## src/sv/lpq_pkg.sv

```systemverilog
// shared constants and types for the linear priority queue
package lpq_pkg;

    localparam int DEPTH  = 16;
    localparam int PRIO_W = 4;
    localparam int TAG_W  = 16;
    localparam int IDX_W  = $clog2(DEPTH);
    localparam int CNT_W  = $clog2(DEPTH + 1);
    localparam int POS_W  = 4;
    localparam int KIND_W = 2;
    localparam int STAT_W = 2;

    localparam logic [KIND_W-1:0] KIND_INSERT = 2'd0;
    localparam logic [KIND_W-1:0] KIND_REMOVE = 2'd1;
    localparam logic [KIND_W-1:0] KIND_LIST   = 2'd2;

    localparam logic [STAT_W-1:0] STAT_OK    = 2'd0;
    localparam logic [STAT_W-1:0] STAT_FULL  = 2'd1;
    localparam logic [STAT_W-1:0] STAT_EMPTY = 2'd2;

    typedef struct packed {
        logic [PRIO_W-1:0] prio;
        logic [TAG_W-1:0]  tag;
    } t_entry;

endpackage

```

## src/sv/linear_priority_queue_top.sv

```systemverilog
// linear priority queue: sorted entry store with one compare and shift sequencer
//
// input stream: s_axis_tuser carries the operation (insert, remove lowest, list),
// s_axis_tdata the priority and tag of an insert. s_axis_tready is high only
// while the sequencer is idle, so one transaction is worked on at a time.
// output stream: each result goes out on m_axis with status in tuser and
// tlast marking the final result of the operation.
// the store is kept sorted by priority, ties in insertion order, in a 16 entry
// memory with one write port and one registered read port.
// insert: an empty queue takes the entry at once, else each entry with a
// higher priority number moves up one slot before the new entry is written.
// remove: takes the head entry. list: one result per cycle while not stalled.
// full and empty operations give a status only, an ignored operation no result.
// a stalled receiver holds the output register and the sequencer waits for it.
// reset clears the counters and state; the memory keeps its contents.
module linear_priority_queue_top
    import lpq_pkg::*;
(
    input  logic        i_clk,
    input  logic        i_rst_n,
    input  logic        s_axis_tvalid,
    output logic        s_axis_tready,
    input  logic [23:0] s_axis_tdata,   // priority_req, tag, zero pad
    input  logic [1:0]  s_axis_tuser,   // kind
    output logic        m_axis_tvalid,
    input  logic        m_axis_tready,
    output logic [23:0] m_axis_tdata,   // out_priority, out_tag, position
    output logic [1:0]  m_axis_tuser,   // status
    output logic        m_axis_tlast
);

    localparam logic [2:0] ST_IDLE = 3'd0;
    localparam logic [2:0] ST_INS  = 3'd1;
    localparam logic [2:0] ST_PUT  = 3'd2;
    localparam logic [2:0] ST_REM  = 3'd3;
    localparam logic [2:0] ST_LST  = 3'd4;
    localparam logic [2:0] ST_EMIT = 3'd5;

    logic [2:0]        r_state;
    logic [IDX_W-1:0]  r_head;
    logic [CNT_W-1:0]  r_fill;
    logic [IDX_W-1:0]  r_slot;
    logic [IDX_W-1:0]  r_idx;
    logic [POS_W-1:0]  r_pos;
    t_entry            r_new;
    t_entry            r_mem [DEPTH];
    t_entry            r_rdata;

    logic [STAT_W-1:0] r_pend_st;
    t_entry            r_pend_ent;

    logic              r_out_valid;
    logic [STAT_W-1:0] r_out_st;
    t_entry            r_out_ent;
    logic [POS_W-1:0]  r_out_pos;
    logic              r_out_last;

    logic              in_fire;
    logic              out_free;
    logic              out_load;
    logic [KIND_W-1:0] in_kind;
    t_entry            in_ent;
    logic              empty;
    logic              full;
    logic              shift;
    logic              lst_last;
    logic [IDX_W-1:0]  rd_addr;
    logic              we;
    logic [IDX_W-1:0]  waddr;
    t_entry            wdata;

    assign s_axis_tready = (r_state == ST_IDLE);
    assign in_fire       = s_axis_tvalid && s_axis_tready;
    assign out_free      = !r_out_valid || m_axis_tready;
    assign out_load      = out_free && ((r_state == ST_LST) || (r_state == ST_EMIT));
    assign in_kind       = s_axis_tuser;
    assign in_ent.prio   = s_axis_tdata[PRIO_W-1:0];
    assign in_ent.tag    = s_axis_tdata[PRIO_W+TAG_W-1:PRIO_W];
    assign empty         = (r_fill == '0);
    assign full          = (r_fill == CNT_W'(DEPTH));
    assign shift         = (r_rdata.prio > r_new.prio);
    assign lst_last      = ((CNT_W'(r_idx) + CNT_W'(1)) == r_fill);

    // memory port control
    always_comb begin
        rd_addr = r_idx;
        we      = 1'b0;
        waddr   = r_slot;
        wdata   = r_new;
        case (r_state)
            ST_IDLE: begin
                if (in_kind == KIND_INSERT) begin
                    rd_addr = IDX_W'(r_fill - CNT_W'(1));
                    waddr   = IDX_W'(r_fill);
                    wdata   = in_ent;
                    we      = in_fire && empty;
                end else begin
                    rd_addr = r_head;
                end
            end
            ST_INS: begin
                rd_addr = r_slot - IDX_W'(2);
                we      = 1'b1;
                wdata   = shift ? r_rdata : r_new;
            end
            ST_PUT: begin
                we = 1'b1;
            end
            ST_LST: begin
                rd_addr = out_free ? (r_idx + IDX_W'(1)) : r_idx;
            end
            default: begin
                rd_addr = r_idx;
            end
        endcase
    end

    always_ff @(posedge i_clk) begin
        if (we) begin
            r_mem[waddr] <= wdata;
        end
        r_rdata <= r_mem[rd_addr];
    end

    always_ff @(posedge i_clk) begin
        if (!i_rst_n) begin
            r_state     <= ST_IDLE;
            r_head      <= '0;
            r_fill      <= '0;
            r_out_valid <= 1'b0;
        end else begin
            if (out_load) begin
                r_out_valid <= 1'b1;
            end else if (m_axis_tready) begin
                r_out_valid <= 1'b0;
            end
            case (r_state)
                ST_IDLE: begin
                    if (in_fire) begin
                        r_new      <= in_ent;
                        r_pend_ent <= '0;
                        r_idx      <= r_head;
                        r_pos      <= '0;
                        case (in_kind)
                            KIND_INSERT: begin
                                r_slot <= IDX_W'(r_fill);
                                if (full) begin
                                    r_pend_st <= STAT_FULL;
                                    r_state   <= ST_EMIT;
                                end else if (empty) begin
                                    r_fill    <= r_fill + CNT_W'(1);
                                    r_pend_st <= STAT_OK;
                                    r_state   <= ST_EMIT;
                                end else begin
                                    r_state <= ST_INS;
                                end
                            end
                            KIND_REMOVE: begin
                                if (empty) begin
                                    r_pend_st <= STAT_EMPTY;
                                    r_state   <= ST_EMIT;
                                end else begin
                                    r_state <= ST_REM;
                                end
                            end
                            KIND_LIST: begin
                                if (empty) begin
                                    r_pend_st <= STAT_EMPTY;
                                    r_state   <= ST_EMIT;
                                end else begin
                                    r_state <= ST_LST;
                                end
                            end
                            default: begin
                                r_state <= ST_IDLE;
                            end
                        endcase
                    end
                end
                ST_INS: begin
                    if (shift) begin
                        r_slot <= r_slot - IDX_W'(1);
                        if ((r_slot - IDX_W'(1)) == r_head) begin
                            r_state <= ST_PUT;
                        end
                    end else begin
                        r_fill    <= r_fill + CNT_W'(1);
                        r_pend_st <= STAT_OK;
                        r_state   <= ST_EMIT;
                    end
                end
                ST_PUT: begin
                    r_fill    <= r_fill + CNT_W'(1);
                    r_pend_st <= STAT_OK;
                    r_state   <= ST_EMIT;
                end
                ST_REM: begin
                    r_pend_st  <= STAT_OK;
                    r_pend_ent <= r_rdata;
                    if ((CNT_W'(r_head) + CNT_W'(1)) == r_fill) begin
                        r_head <= '0;
                        r_fill <= '0;
                    end else begin
                        r_head <= r_head + IDX_W'(1);
                    end
                    r_state <= ST_EMIT;
                end
                ST_LST: begin
                    if (out_free) begin
                        r_out_st    <= STAT_OK;
                        r_out_ent   <= r_rdata;
                        r_out_pos   <= r_pos;
                        r_out_last  <= lst_last;
                        r_idx       <= r_idx + IDX_W'(1);
                        r_pos       <= r_pos + POS_W'(1);
                        if (lst_last) begin
                            r_state <= ST_IDLE;
                        end
                    end
                end
                ST_EMIT: begin
                    if (out_free) begin
                        r_out_st    <= r_pend_st;
                        r_out_ent   <= r_pend_ent;
                        r_out_pos   <= '0;
                        r_out_last  <= 1'b1;
                        r_state     <= ST_IDLE;
                    end
                end
                default: begin
                    r_state <= ST_IDLE;
                end
            endcase
        end
    end

    assign m_axis_tvalid = r_out_valid;
    assign m_axis_tdata  = {r_out_pos, r_out_ent.tag, r_out_ent.prio};
    assign m_axis_tuser  = r_out_st;
    assign m_axis_tlast  = r_out_last;

endmodule

```

## config.mk

```make
export PLATFORM = sky130hd
export DESIGN_NAME = linear_priority_queue_top
export DESIGN_NICKNAME = d
export VERILOG_FILES = /design/src/sv/lpq_pkg.sv /design/src/sv/linear_priority_queue_top.sv
export SDC_FILE = /design/constraint.sdc
export NUM_CORES = 1
export LEC_CHECK = 0
export ABC_AREA = 1
export ABC_CLOCK_PERIOD_IN_PS = 3750
export BUFFER_PORTS_ARGS = -buffer_cell sky130_fd_sc_hd__buf_2
export CAP_MARGIN = 5
export CORE_MARGIN = 2
export CORE_UTILIZATION = 47
export CTS_CLUSTER_DIAMETER = 50
export DETAILED_ROUTE_END_ITERATION = 12
export PLACE_DENSITY = 0.68
export SLEW_MARGIN = 20
export SYNTH_ARGS = -nofsm -noshare
export SYNTH_HDL_FRONTEND = slang
export SYNTH_SLANG_ARGS = --single-unit
```

## constraint.sdc

```tcl
create_clock -name i_clk -period 3.75 [get_ports i_clk]
set_input_delay 0.75 -clock i_clk [delete_from_list [all_inputs] [get_ports i_clk]]
set_output_delay 0.75 -clock i_clk [all_outputs]
set_load 0.005 [all_outputs]
```

## Yosys cells after proc, flatten, opt, wreduce, memory -nomap -nowiden

Memories as Yosys holds them, arrays and structs flattened. A register that Yosys moved wholly into a read port is not among the register bits.
Index checks and enable logic that the tools add are counted.

| cells by class | value |
|---|---|
| $lt $le $gt $ge | 1 |
| mux-type cells | 63 |
| reduce and logical (&&, ||, !) cells | 28 |
| equality and inequality tests | 25 |
| $add $sub $neg | 9 |

Operators with widths:

| cell | number |
|---|---|
| 20-bit one-hot mux with 2 select lines | 3 |
| 20-bit 2-to-1 mux | 5 |
| 4-bit 2-to-1 mux | 12 |
| 4-bit one-hot mux with 2 select lines | 4 |
| 5-bit 2-to-1 mux | 6 |
| 3-bit 2-to-1 mux | 9 |
| 5-bit one-hot mux with 4 select lines | 1 |
| 3-bit one-hot mux with 5 select lines | 1 |
| 2-bit 2-to-1 mux | 7 |
| 2-bit != test, second input constant | 7 |
| 7-bit AND reduction | 2 |
| 4-bit by 1-bit adder with 4-bit output, second input constant | 3 |
| 4-bit one-hot mux with 3 select lines | 1 |
| 4-bit AND reduction | 3 |
| 4-bit by 1-bit adder with 5-bit output, second input constant | 2 |
| 5-bit equality test | 2 |
| 2-bit nonzero test | 5 |
| 3-bit one-hot mux with 3 select lines | 1 |
| 3-bit AND reduction | 3 |
| 1-bit 2-to-1 mux | 8 |
| 2-bit one-hot mux with 2 select lines | 2 |
| 4-bit by 1-bit subtractor with 4-bit output, second input constant | 2 |
| 3-bit by 2-bit equality test with 1-bit output, second input constant | 2 |
| 3-bit equality test, second input constant | 2 |
| 24 further kinds | 33 |

| storage, ports and cells | value |
|---|---|
| memories kept | 1 |
| RAM bits | 320 |
| word-level logic and storage cells | 144 |
| register bits after elaboration | 94 |
| input bits | 30 |

Memories:

| name | words | bits a word | rd ports | clocked after Yosys merged registers in | wr ports | RTL line | source |
|---|---|---|---|---|---|---|---|
| r_mem | 16 | 20 | 1 | 1 | 1 | linear_priority_queue_top.sv:46 | `t_entry r_mem [DEPTH];` |

## Logic depth before layout (Yosys ltp)

Gate-level depths: netlist (run 1).

| logic depth | value |
|---|---|
| depth after elaboration | 7 |
| gate-level depth with buffers | 16 |

## Worst setup path before layout (run 1)

OpenSTA, ideal clock, no wires.

| timing path | value |
|---|---|
| path type | input-to-reg |
| from | in s_axis_tuser[0] |
| to | mem r_mem[10][0] (netlist name) (enable) |
| library setup time | 0.397 ns |
| arrival time | 2.820 ns |
| path buffers | 2 |
| path slack | 0.533 ns |
| stages on the path | 10 |
| cells stage by stage | inv_1 ha_1 buf_2 clkbuf_1 nand2_1 o21ai_0 nand2_1 o21ai_0 nand3_1 nor2_1 |

| on the way | value |
|---|---|
| cells in the longest elaborated chain, start to end | 5 |
| elaborated cells on any way between the ends | 7 |
| those cells by class | mux: 6; reduce/logical: 1 |

Ends and longest elaborated chain:

| element | RTL line | source |
|---|---|---|
| start, declared | linear_priority_queue_top.sv:24 | `input logic [1:0] s_axis_tuser,` |
| 2-bit zero test (*) | linear_priority_queue_top.sv:92 | `if (in_kind == KIND_INSERT) begin` |
| 1-bit 2-to-1 mux | linear_priority_queue_top.sv:92 |  |
| 1-bit one-hot mux with 2 select lines | linear_priority_queue_top.sv:90 | `case (r_state)` |
| 1-bit 2-to-1 mux | linear_priority_queue_top.sv:119 | `if (we) begin` |
| 1-bit 2-to-1 mux (implied by the code) | linear_priority_queue_top.sv:120 | `r_mem[waddr] <= wdata;` |
| end, declared | linear_priority_queue_top.sv:46 |  |

Every way passes the cells marked *; elsewhere a longest branch is shown, timed or not.

## Final worst setup path (run 1)

| timing path | value |
|---|---|
| from | reg r_fill[1] |
| to | mem r_mem[14][10] (netlist name) (enable) |

| on the way | value |
|---|---|
| cells in the longest elaborated chain, start to end | 6 |
| elaborated cells on any way between the ends | 8 |
| those cells by class | mux: 6; reduce/logical: 2 |

Ends and longest elaborated chain:

| element | RTL line | source |
|---|---|---|
| start, declared | linear_priority_queue_top.sv:41 | `logic [CNT_W-1:0] r_fill;` |
| start signal, assigned | linear_priority_queue_top.sv:151 | `r_fill <= r_fill + CNT_W'(1);` |
| start signal, assigned | linear_priority_queue_top.sv:187 | `r_fill <= r_fill + CNT_W'(1);` |
| start signal, assigned | linear_priority_queue_top.sv:193 | `r_fill <= r_fill + CNT_W'(1);` |
| 5-bit zero test | linear_priority_queue_top.sv:79 | `assign empty = (r_fill == '0);` |
| 1-bit logical AND | linear_priority_queue_top.sv:96 | `we = in_fire && empty;` |
| 1-bit 2-to-1 mux | linear_priority_queue_top.sv:92 |  |
| 1-bit one-hot mux with 2 select lines | linear_priority_queue_top.sv:90 |  |
| 1-bit 2-to-1 mux | linear_priority_queue_top.sv:119 |  |
| 1-bit 2-to-1 mux (implied by the code) | linear_priority_queue_top.sv:120 |  |

Parallel ways exist; a longest one is shown, timed or not.

==> results.txt, run 1 <==
- I/O Pins: ~60
* Die height: about 210 µm
- The number of global-route vias before repair was ~14000.
- Switching Power: 0.00775 W
- Clock-pin slew on the worst setup and hold paths: around 60 ps
* Met1 capacity usage during global routing: between 20% and 30%
- The routed layout has roughly 14000 vias.
- CP Data Required Time: a little under 4000 ps
- Largest buffer count on any clock path: 3
- Power per cell area: just under 900 nW/µm²
* Post-CTS Setup Inserts: 0
- Global routing's busiest layer: met2
- Hold WC Path Type: input port to flip-flop
- Drt pass-1 iters: 7
* Number of max-slew violations in the final report: 0
- At the pin with the least slew margin, the transition time is about 970 ps.
- Based on the critical path, the design can be clocked at up to ~0.34 GHz.
- For this run, the number of Yosys warnings is 0.
- Synthesized flop and latch total: around 430
- Hold Vio Cnt, Final: 0
* Critical path class: flip-flop to flip-flop
* Final design area excluding fillers: roughly 22000 µm²
- The most used flip-flop cell after synthesis is sky130_fd_sc_hd__edfxtp_1.
* Number of antenna violations at the first check in global routing: 0
- Power Internal: between 0.01 and 0.015 W
- Synthesis produced ~1900 cells.
- Post-CTS Hold Buffers: 0
- Number of enable flip-flop cells after synthesis: 401
- After synthesis, the cell types taking the most area are sky130_fd_sc_hd__edfxtp_1 (62%), sky130_fd_sc_hd__nand3_1 (9.1%), sky130_fd_sc_hd__nand2_1 (8.3%).
* Remaining max-slew budget at the tightest pin: 35.2%
* Routed WL per cell: between 15 and 20 µm
- Remaining global-route overflow: 0
* Relative area change from synthesis to final layout: 14.0%
* CTS HTree Levels: 2
- Worst reg2reg path depth: 9
- Number of design-rule violations left by the first detailed-router iteration: ~1500
- Using the TritonRoute via totals, the vias-per-cell ratio works out to between 5 and 6.
- In the final design database the tool counted about 2000 nets.
- In the final layout, the share of cells above drive strength 1 is about an eighth.
* Worst VDD drop: about 870 µV
- Detail Placement HPWL: between 20000 and 30000 µm
* Total Power: roughly 0.02 W
* Max Cap Violations: 0
- Clock latency on the worst-skew pair, taken at its later pin, is 570 ps.
* Setup clock skew after layout: approximately 19 ps
- Combined global-route utilization of all metal layers: between 20% and 30%
- In this run the critical register-to-register path is captured at r_mem[14][10].
- In the synthesized netlist, the cells that appear most often are sky130_fd_sc_hd__nand2_1 (431), sky130_fd_sc_hd__edfxtp_1 (401), sky130_fd_sc_hd__nand3_1 (355).
* Final Setup Violations: 0
- DR DRC count: 0
* Outcome: finished clean
- For hold timing, the worst endpoint is r_new[4].
- Cell area after technology mapping: between 15000 and 20000 µm²
* Sw Ratio: between 30% and 40%
- Floorplan core area: about 41000 µm²
* Power share of the sequential group: a little over a third
* ANT nets after route: 0
- Global routing used between 30% and 40% of the available met2 tracks.
- The worst setup path is captured at a flip-flop.
- Combinational logic burns slightly above 40% of the power.
- Number of placement rows: 74
- Number of buffers inserted during clock tree synthesis: between 40 and 50
- The biggest area contributor in the post-synthesis netlist is sky130_fd_sc_hd__edfxtp_1.
- The final layout contains routed wiring with a total length of roughly 48000 µm.
- CP Max Fanout: 20
- Die outline area: roughly 43000 µm²
- In this run, post-CTS repair resized a total of 0 instances.
- LEAKAGE: 9.03 nW
- Post-layout min period: 2940 ps
* Async set-or-reset flop fraction in the synthesized netlist: 0%
* Hold slack: roughly 380 ps
- The number of different library cells used by synthesis comes to 37.
- CTS tree: done
- Setup TNS: 0 ps
- Launching point of the worst reg2reg path: r_fill[1]
- Dividing the final minimum period by the clock period gives between 70% and 80%.
- In this run the most critical hold path is launched from s_axis_tdata[8].
- Entering global routing, the biggest net connects between 100 and 150 pins.
- The die is around 210 µm wide.
* Seq/Total Area, Yosys: roughly 65%
- By instance count, the leading cell after synthesis is sky130_fd_sc_hd__nand2_1.
- Portion of synthesized cell area occupied by the leading cell type: 61.8%
* Clock network fraction of design power: 23.7%
- Post-Syn Area per Cell: between 10 and 15 µm²
- Reg-to-reg slack, setup: between 800 and 900 ps
* Source of the critical timing path: r_fill[1]
- Wire length of the first global-routing pass: 75400 µm
- Critical path launch point type: flip-flop
- Counting instances, the worst hold path has a depth of 1.
* Global-route met3 utilization: 3.95%
* Net count after synthesis: 1935
- After detailed placement, the total cell area comes to ~21000 µm².
- STA puts the critical path data arrival time at between 3000 and 4000 ps.
- Initial Util: roughly 48%
- Setup repair after global routing left no endpoint under its margin.
* Cell at the root of the clock tree: sky130_fd_sc_hd__clkbuf_16
- At the end of routability-driven placement, the weighted congestion stood at slightly below 0.9.
* Number of buffers inserted by port buffering: 54
* CTS sink cnt: about 430
-- cell type report --
cell class / count / area [µm²]
fill: 3386 / 18600
sequential: 434 / 12700
multi-input combinational: 1117 / 5510
clock buffer: 55 / 1230
timing repair buffer: 122 / 881
inverter: 233 / 875
tap: 532 / 666
clock inverter: 31 / 342
antenna: 1 / 2.50
-- routing by layer --
layer	vias up	wire [µm]
li1	6546	-
met3	95	3640
met2	559	23000
met5	-	0
met4	0	1230
met1	6647	19700
-- flip-flops by register name, summed over array words and instances (netlist names) --
register / count
r_pos: 4
r_state: 3
r_new: 20
m_axis_tlast: 1
r_out_pos: 4
r_slot: 4
m_axis_tvalid: 1
m_axis_tuser: 2
r_pend_ent: 20
r_fill: 5
r_rdata: 20
r_head: 4
r_idx: 4
r_pend_st: 2
r_mem: 320
m_axis_tdata: 20
-- through the flow --
step	util [%]	cells	setup WS [ps]
after floorplan	-	1888	533
final	54.4	2525	808
after CTS	54.4	2524	882
after detailed placement	50.5	2438	488
after global placement	50.5	2438	531
after global routing	54.4	2524	637
-- logic make-up after synthesis --
| group | synth area share, % |
|---|---|
| XOR/XNOR | 0.854 |
| AND/OR/NAND/NOR | 22.5 |
| AO/OA/AOI/OAI | 3.34 |
| adder cells (fa/ha/maj) | 1.09 |
| flip-flops | 65.2 |
| buffers and inverters | 7.02 |
-- how the worst max path moves through the flow --
stage / depth (start not counted) / endpoint / slack, ps
6_report: 9 / r_mem[14][10] / 810
5_1_grt: 12 / r_rdata[1] / 640
4_1_cts: 9 / r_mem[14][13] / 880
3_5_place_dp: 8 / r_mem[14][3] / 490
3_3_place_gp: 8 / r_mem[14][1] / 530
2_1_floorplan: 10 / r_mem[10][0] / 530
-- layout by cell type (no fill, tap or decap), types with 2 or more instances in the layout --
cell type	n
sky130_fd_sc_hd__clkinv_1	13
sky130_fd_sc_hd__clkbuf_16	47
sky130_fd_sc_hd__clkinv_8	2
sky130_fd_sc_hd__ha_1	16
sky130_fd_sc_hd__clkinv_2	5
sky130_fd_sc_hd__nand3b_1	59
sky130_fd_sc_hd__a21oi_1	35
sky130_fd_sc_hd__nand3_1	355
sky130_fd_sc_hd__edfxtp_1	401
sky130_fd_sc_hd__nand4_1	8
sky130_fd_sc_hd__clkinvlp_4	3
sky130_fd_sc_hd__nor2_1	82
sky130_fd_sc_hd__bufinv_16	6
sky130_fd_sc_hd__nor4_1	2
sky130_fd_sc_hd__buf_2	54
sky130_fd_sc_hd__clkbuf_8	2
sky130_fd_sc_hd__dfxtp_1	33
sky130_fd_sc_hd__clkbuf_1	6
sky130_fd_sc_hd__a21oi_2	2
sky130_fd_sc_hd__o221ai_1	20
sky130_fd_sc_hd__buf_12	8
sky130_fd_sc_hd__o21ai_0	44
sky130_fd_sc_hd__xor2_1	14
sky130_fd_sc_hd__inv_1	225
sky130_fd_sc_hd__xnor2_1	5
sky130_fd_sc_hd__nand2_2	4
sky130_fd_sc_hd__nor3_1	2
sky130_fd_sc_hd__nand2_4	3
sky130_fd_sc_hd__buf_4	60
sky130_fd_sc_hd__nand2_1	431
sky130_fd_sc_hd__nor2_2	20
sky130_fd_sc_hd__inv_2	6
sky130_fd_sc_hd__inv_8	2
-- power groups by stage --
stage          Combinational (W)  Clock, W  Sequential (W)
3_5_place_dp             0.00785         0         0.00712
4_1_cts                  0.00790   0.00471         0.00702
3_3_place_gp             0.00768         0         0.00710
2_1_floorplan            0.00519         0         0.00707
6_report                 0.00794   0.00465         0.00702
5_1_grt                  0.00880   0.00491         0.00707
-- worst max-delay path, stage by stage (launching register included) --
cell	delay, ps
sky130_fd_sc_hd__dfxtp_1	410
sky130_fd_sc_hd__inv_1	170
sky130_fd_sc_hd__ha_1	170
sky130_fd_sc_hd__nand2_1	60
sky130_fd_sc_hd__nor2_2	200
sky130_fd_sc_hd__nand2_1	160
sky130_fd_sc_hd__o31ai_2	480
sky130_fd_sc_hd__nand3_1	400
sky130_fd_sc_hd__nor2_2	190
sky130_fd_sc_hd__buf_4	350
No activity file was read; power rests on OpenSTA's default activity.
==> run 2, diff against run 1 <==
--- a/config.mk
+++ b/config.mk
@@ -6,7 +6,7 @@
 export NUM_CORES = 1
 export LEC_CHECK = 0
 export ABC_AREA = 1
-export ABC_CLOCK_PERIOD_IN_PS = 3750
+export ABC_CLOCK_PERIOD_IN_PS = 3000
 export BUFFER_PORTS_ARGS = -buffer_cell sky130_fd_sc_hd__buf_2
 export CAP_MARGIN = 5
 export CORE_MARGIN = 2
==> constraint.sdc (replaced) <==
create_clock -name i_clk -period 3 [get_ports i_clk]
set_input_delay 0.6 -clock i_clk [delete_from_list [all_inputs] [get_ports i_clk]]
set_output_delay 0.6 -clock i_clk [all_outputs]
set_load 0.005 [all_outputs]
==> run 2 against run 1 <==
Sequential power rose by 26%. Worst setup slack worse by 650 ps. Cell area up 1.8%. Clock-buffer cell count up 5. Core utilization increased by 0.98 points.
==> results.txt, run 2 (synthesis results as in run 1) <==
* Cell at the root of the clock tree: sky130_fd_sc_hd__clkbuf_16
- The final hold violation count was 0 (unchanged).
* Part of the cycle the worst path needs: 94.7% (+16 points)
* Die height: 208 µm (unchanged)
- Number of vias per cell: 5.44 (-0.73%)
- Die boundary width: 208 µm (unchanged)
- The register clock-pin slew on the reported worst setup and hold paths was 60 ps (about the same).
- Switching Power: 0.00983 W (+27%)
- Hold slack: 196 ps (-183 ps)
- The instance area after placement came to 20900 µm² (+1.5%).
- The depth of the worst register-to-register path is 10 (+1).
* Outcome: finished clean
* Launching point of the worst reg2reg path: r_rdata[16]
* Part of the total power dissipated in combinational logic: 40.9% (+0.4 points)
- The CTS H-tree depth came to 2 (unchanged).
- Power share of the sequential group: 35.3% (-0.5 points)
* LEAKAGE: 9.22 nW (+2.1%)
- The switching fraction of total power was 39.3% (-0.22 points).
- Ranked by flip-flop count, first place goes to r_mem.
* # diodes: 0 (-1)
- I/O Pins: 59 (unchanged)
* Max Cap Violations: 0 (unchanged)
* CTS sink cnt: 434 (unchanged)
- The minimum clock period after layout is 2840 ps (-102 ps).
- Number of buffers inserted during clock tree synthesis: 48 (+4.3%)
- Number of flip-flops in the largest register: 320 (unchanged)
- The total die area was 43100 µm² (unchanged).
- Setup repair after global routing left no endpoint under its margin.
- The initial antenna violation count is 0 (unchanged).
- The tightest min-delay check is of the input port to flip-flop type.
- Remaining max-slew budget at the tightest pin: 52.8% (+18 points)
- Detail Placement HPWL: 29400 µm (+1.3%)
- End of the worst register-to-register path: r_mem[7][15]
- Maximum operating frequency: 0.352 GHz (+3.6%)
* CTS tree: done
- Layout cells sized above 1: 13.2% (+1.5 points)
- The remaining global-route overflow was 0 (unchanged).
- The iteration count of the initial detailed-routing pass is 6 (-1).
* Final routed wirelength across all metal layers: 48800 µm (+2.6%)
- ANT nets after route: 0 (unchanged)
* Worst Tran Pin Value: 701 ps (-268 ps)
- Clock latency of the later-clocked register in the worst-skew pair: 590 ps (+20 ps)
- Number of nets in the final layout: 2027 (+1.3%)
- Critical Path Sink Type: flip-flop
- Maximum number of pins on one net before global-route repair: 94 (-26%)
- Final design area excluding fillers: 22600 µm² (+1.8%)
* Power per cell area: 1110 nW/µm² (+25%)
* Critical path class: flip-flop to flip-flop
* Commonest non-fill, non-tap cells in the layout: sky130_fd_sc_hd__nand2_1 (431), sky130_fd_sc_hd__edfxtp_1 (401), sky130_fd_sc_hd__nand3_1 (355)
- Number of max-slew violations in the final report: 0 (unchanged)
* Floorplan core area: 40800 µm² (unchanged)
* Initial Util: 47.7% (unchanged)
- Worst VDD drop: 880 µV (+1.0%)
- The number of stages on the worst hold path is 1 (unchanged).
- The maximum root-to-sink buffer count is 3 (unchanged).
- Worst Hold Launch: s_axis_tdata[17]
- The total of buffers placed on input and output ports was 54 (unchanged).
- Relative area change from synthesis to final layout: 16.1%
- The DRC violations left was 0 (unchanged).
* CP Max Fanout: 16 (-20%)
- The first-pass GRT wire length is 76200 µm (+1.1%).
* Critical path launch point type: flip-flop
- Combined global-route utilization of all metal layers: 22.6% (+0.46 points)
* CP Data Arrival Time: 3230 ps (+70 ps)
- Power Internal: 0.0152 W (+28%)
* Number of placement rows: 74 (unchanged)
* Setup clock skew after layout: 28.7 ps (+10.1 ps)
- Clock network fraction of design power: 23.8% (about the same)
- The final weighted congestion in routability-driven placement came to 0.856 (-3.9%).
- Reg-to-reg slack, setup: 160 ps (-650 ps)
- The final-layout fill cell count was 3419 (+0.97%).
- The count of routing violations after the opening detailed-route iteration was 1804 (+18%).
* Routed WL per cell: 19.1 µm (+1.6%)
* Via count of the first global-routing pass: 13500 (-1.7%)
- Hold worst-path end: r_new[13]
- The power after layout is 0.0250 W (+28%).
- Routed via count: 13900 (+0.29%)
- Final Setup Violations: 0 (unchanged)
- The library cell used most frequently in the layout, excluding fill and tap cells, is sky130_fd_sc_hd__nand2_1.
- The required time at the worst-slack endpoint came to 3390 ps (-580 ps).
## run 2: cell types whose count changed in the layout (fill, tap and decap cells not counted), sizes merged
cell | previous run | this run
inv | 234 | 235
clkinv | 21 | 18
diode | 1 | 0
clkinvlp | 3 | 5
bufinv | 6 | 5
buf | 122 | 145
clkbuf | 55 | 60
## run 2: routing by layer
metal	track usage, %	part of all wire (%)	up-vias	wire (µm)
met3	3.51	7.7	74	3750
li1	-	-	6592	-
met2	37.1	48	556	23200
met5	0	0	-	0
met4	6.31	2.1	0	1040
met1	31.4	43	6665	20800
## run 2: how the worst max path moves through the flow
stage	start	endpoint	cells after the start
CTS	r_rdata[16]	r_mem[13][14]	10
finish	r_rdata[16]	r_mem[7][15]	10
detailed placement	s_axis_tuser[0]	r_mem[12][15]	8
global placement	s_axis_tuser[0]	r_mem[12][11]	8
global route	r_rdata[16]	r_mem[3][16]	10
floorplan	s_axis_tuser[0]	r_mem[10][0]	10
## run 2: power groups by stage
| stage | logic [W] | clock network, W | registers (W) |
|---|---|---|---|
| 4_1_cts | 0.0102 | 0.00604 | 0.00881 |
| 2_1_floorplan | 0.00650 | 0 | 0.00884 |
| 5_1_grt | 0.0113 | 0.00628 | 0.00889 |
| 3_5_place_dp | 0.0101 | 0 | 0.00894 |
| 6_report | 0.0102 | 0.00595 | 0.00882 |
| 3_3_place_gp | 0.00993 | 0 | 0.00892 |
## run 2: worst max-delay path, cell delays in order (launching register included)
cell and delay [ps]:
sky130_fd_sc_hd__dfxtp_1 430, sky130_fd_sc_hd__inv_1 140, sky130_fd_sc_hd__ha_1 200, sky130_fd_sc_hd__inv_1 50
sky130_fd_sc_hd__a21oi_1 50, sky130_fd_sc_hd__o21ai_0 150, sky130_fd_sc_hd__nand2_1 190, sky130_fd_sc_hd__nor2_2 410
sky130_fd_sc_hd__clkinvlp_4 440, sky130_fd_sc_hd__o221ai_1 300, sky130_fd_sc_hd__buf_4 270
## run 2: stage by stage
step / utilization (%) / setup slack (ps) / instances / setup TNS, ps
after global placement: 51.3 / -38.3 / 2459 / -391
after detailed placement: 51.3 / -48.8 / 2459 / -1920
after CTS: 55.3 / 160 / 2548 / 0
after global routing: 55.4 / 38.6 / 2551 / 0
after floorplan: - / -66.6 / 1888 / -17870
final: 55.4 / 160 / 2551 / 0
## run 2: repair_timing
| item | 4_1_cts | 5_1_grt |
|---|---|---|
| setup buffers | 0 | 2 |
| gates resized for setup | 0 | 3 |
| hold endpoints to repair | 0 | 0 |
| hold buffers | 0 | 0 |
| setup endpoints to repair | 0 | 16 |
## run 2: final cells by class
cell class / instances / area (µm²) / share of cell area, %
Clock buffer: 60 / 1290 / 5.69
Clock inverter: 29 / 329 / 1.46
Inverter: 233 / 878 / 3.89
Multi-Input combinational cell: 1117 / 5520 / 24.4
Sequential cell: 434 / 12700 / 56.2
Tap cell: 532 / 666 / 2.94
Timing Repair Buffer: 145 / 1220 / 5.38
Timing Repair inverter: 1 / 7.51 / 0.0332
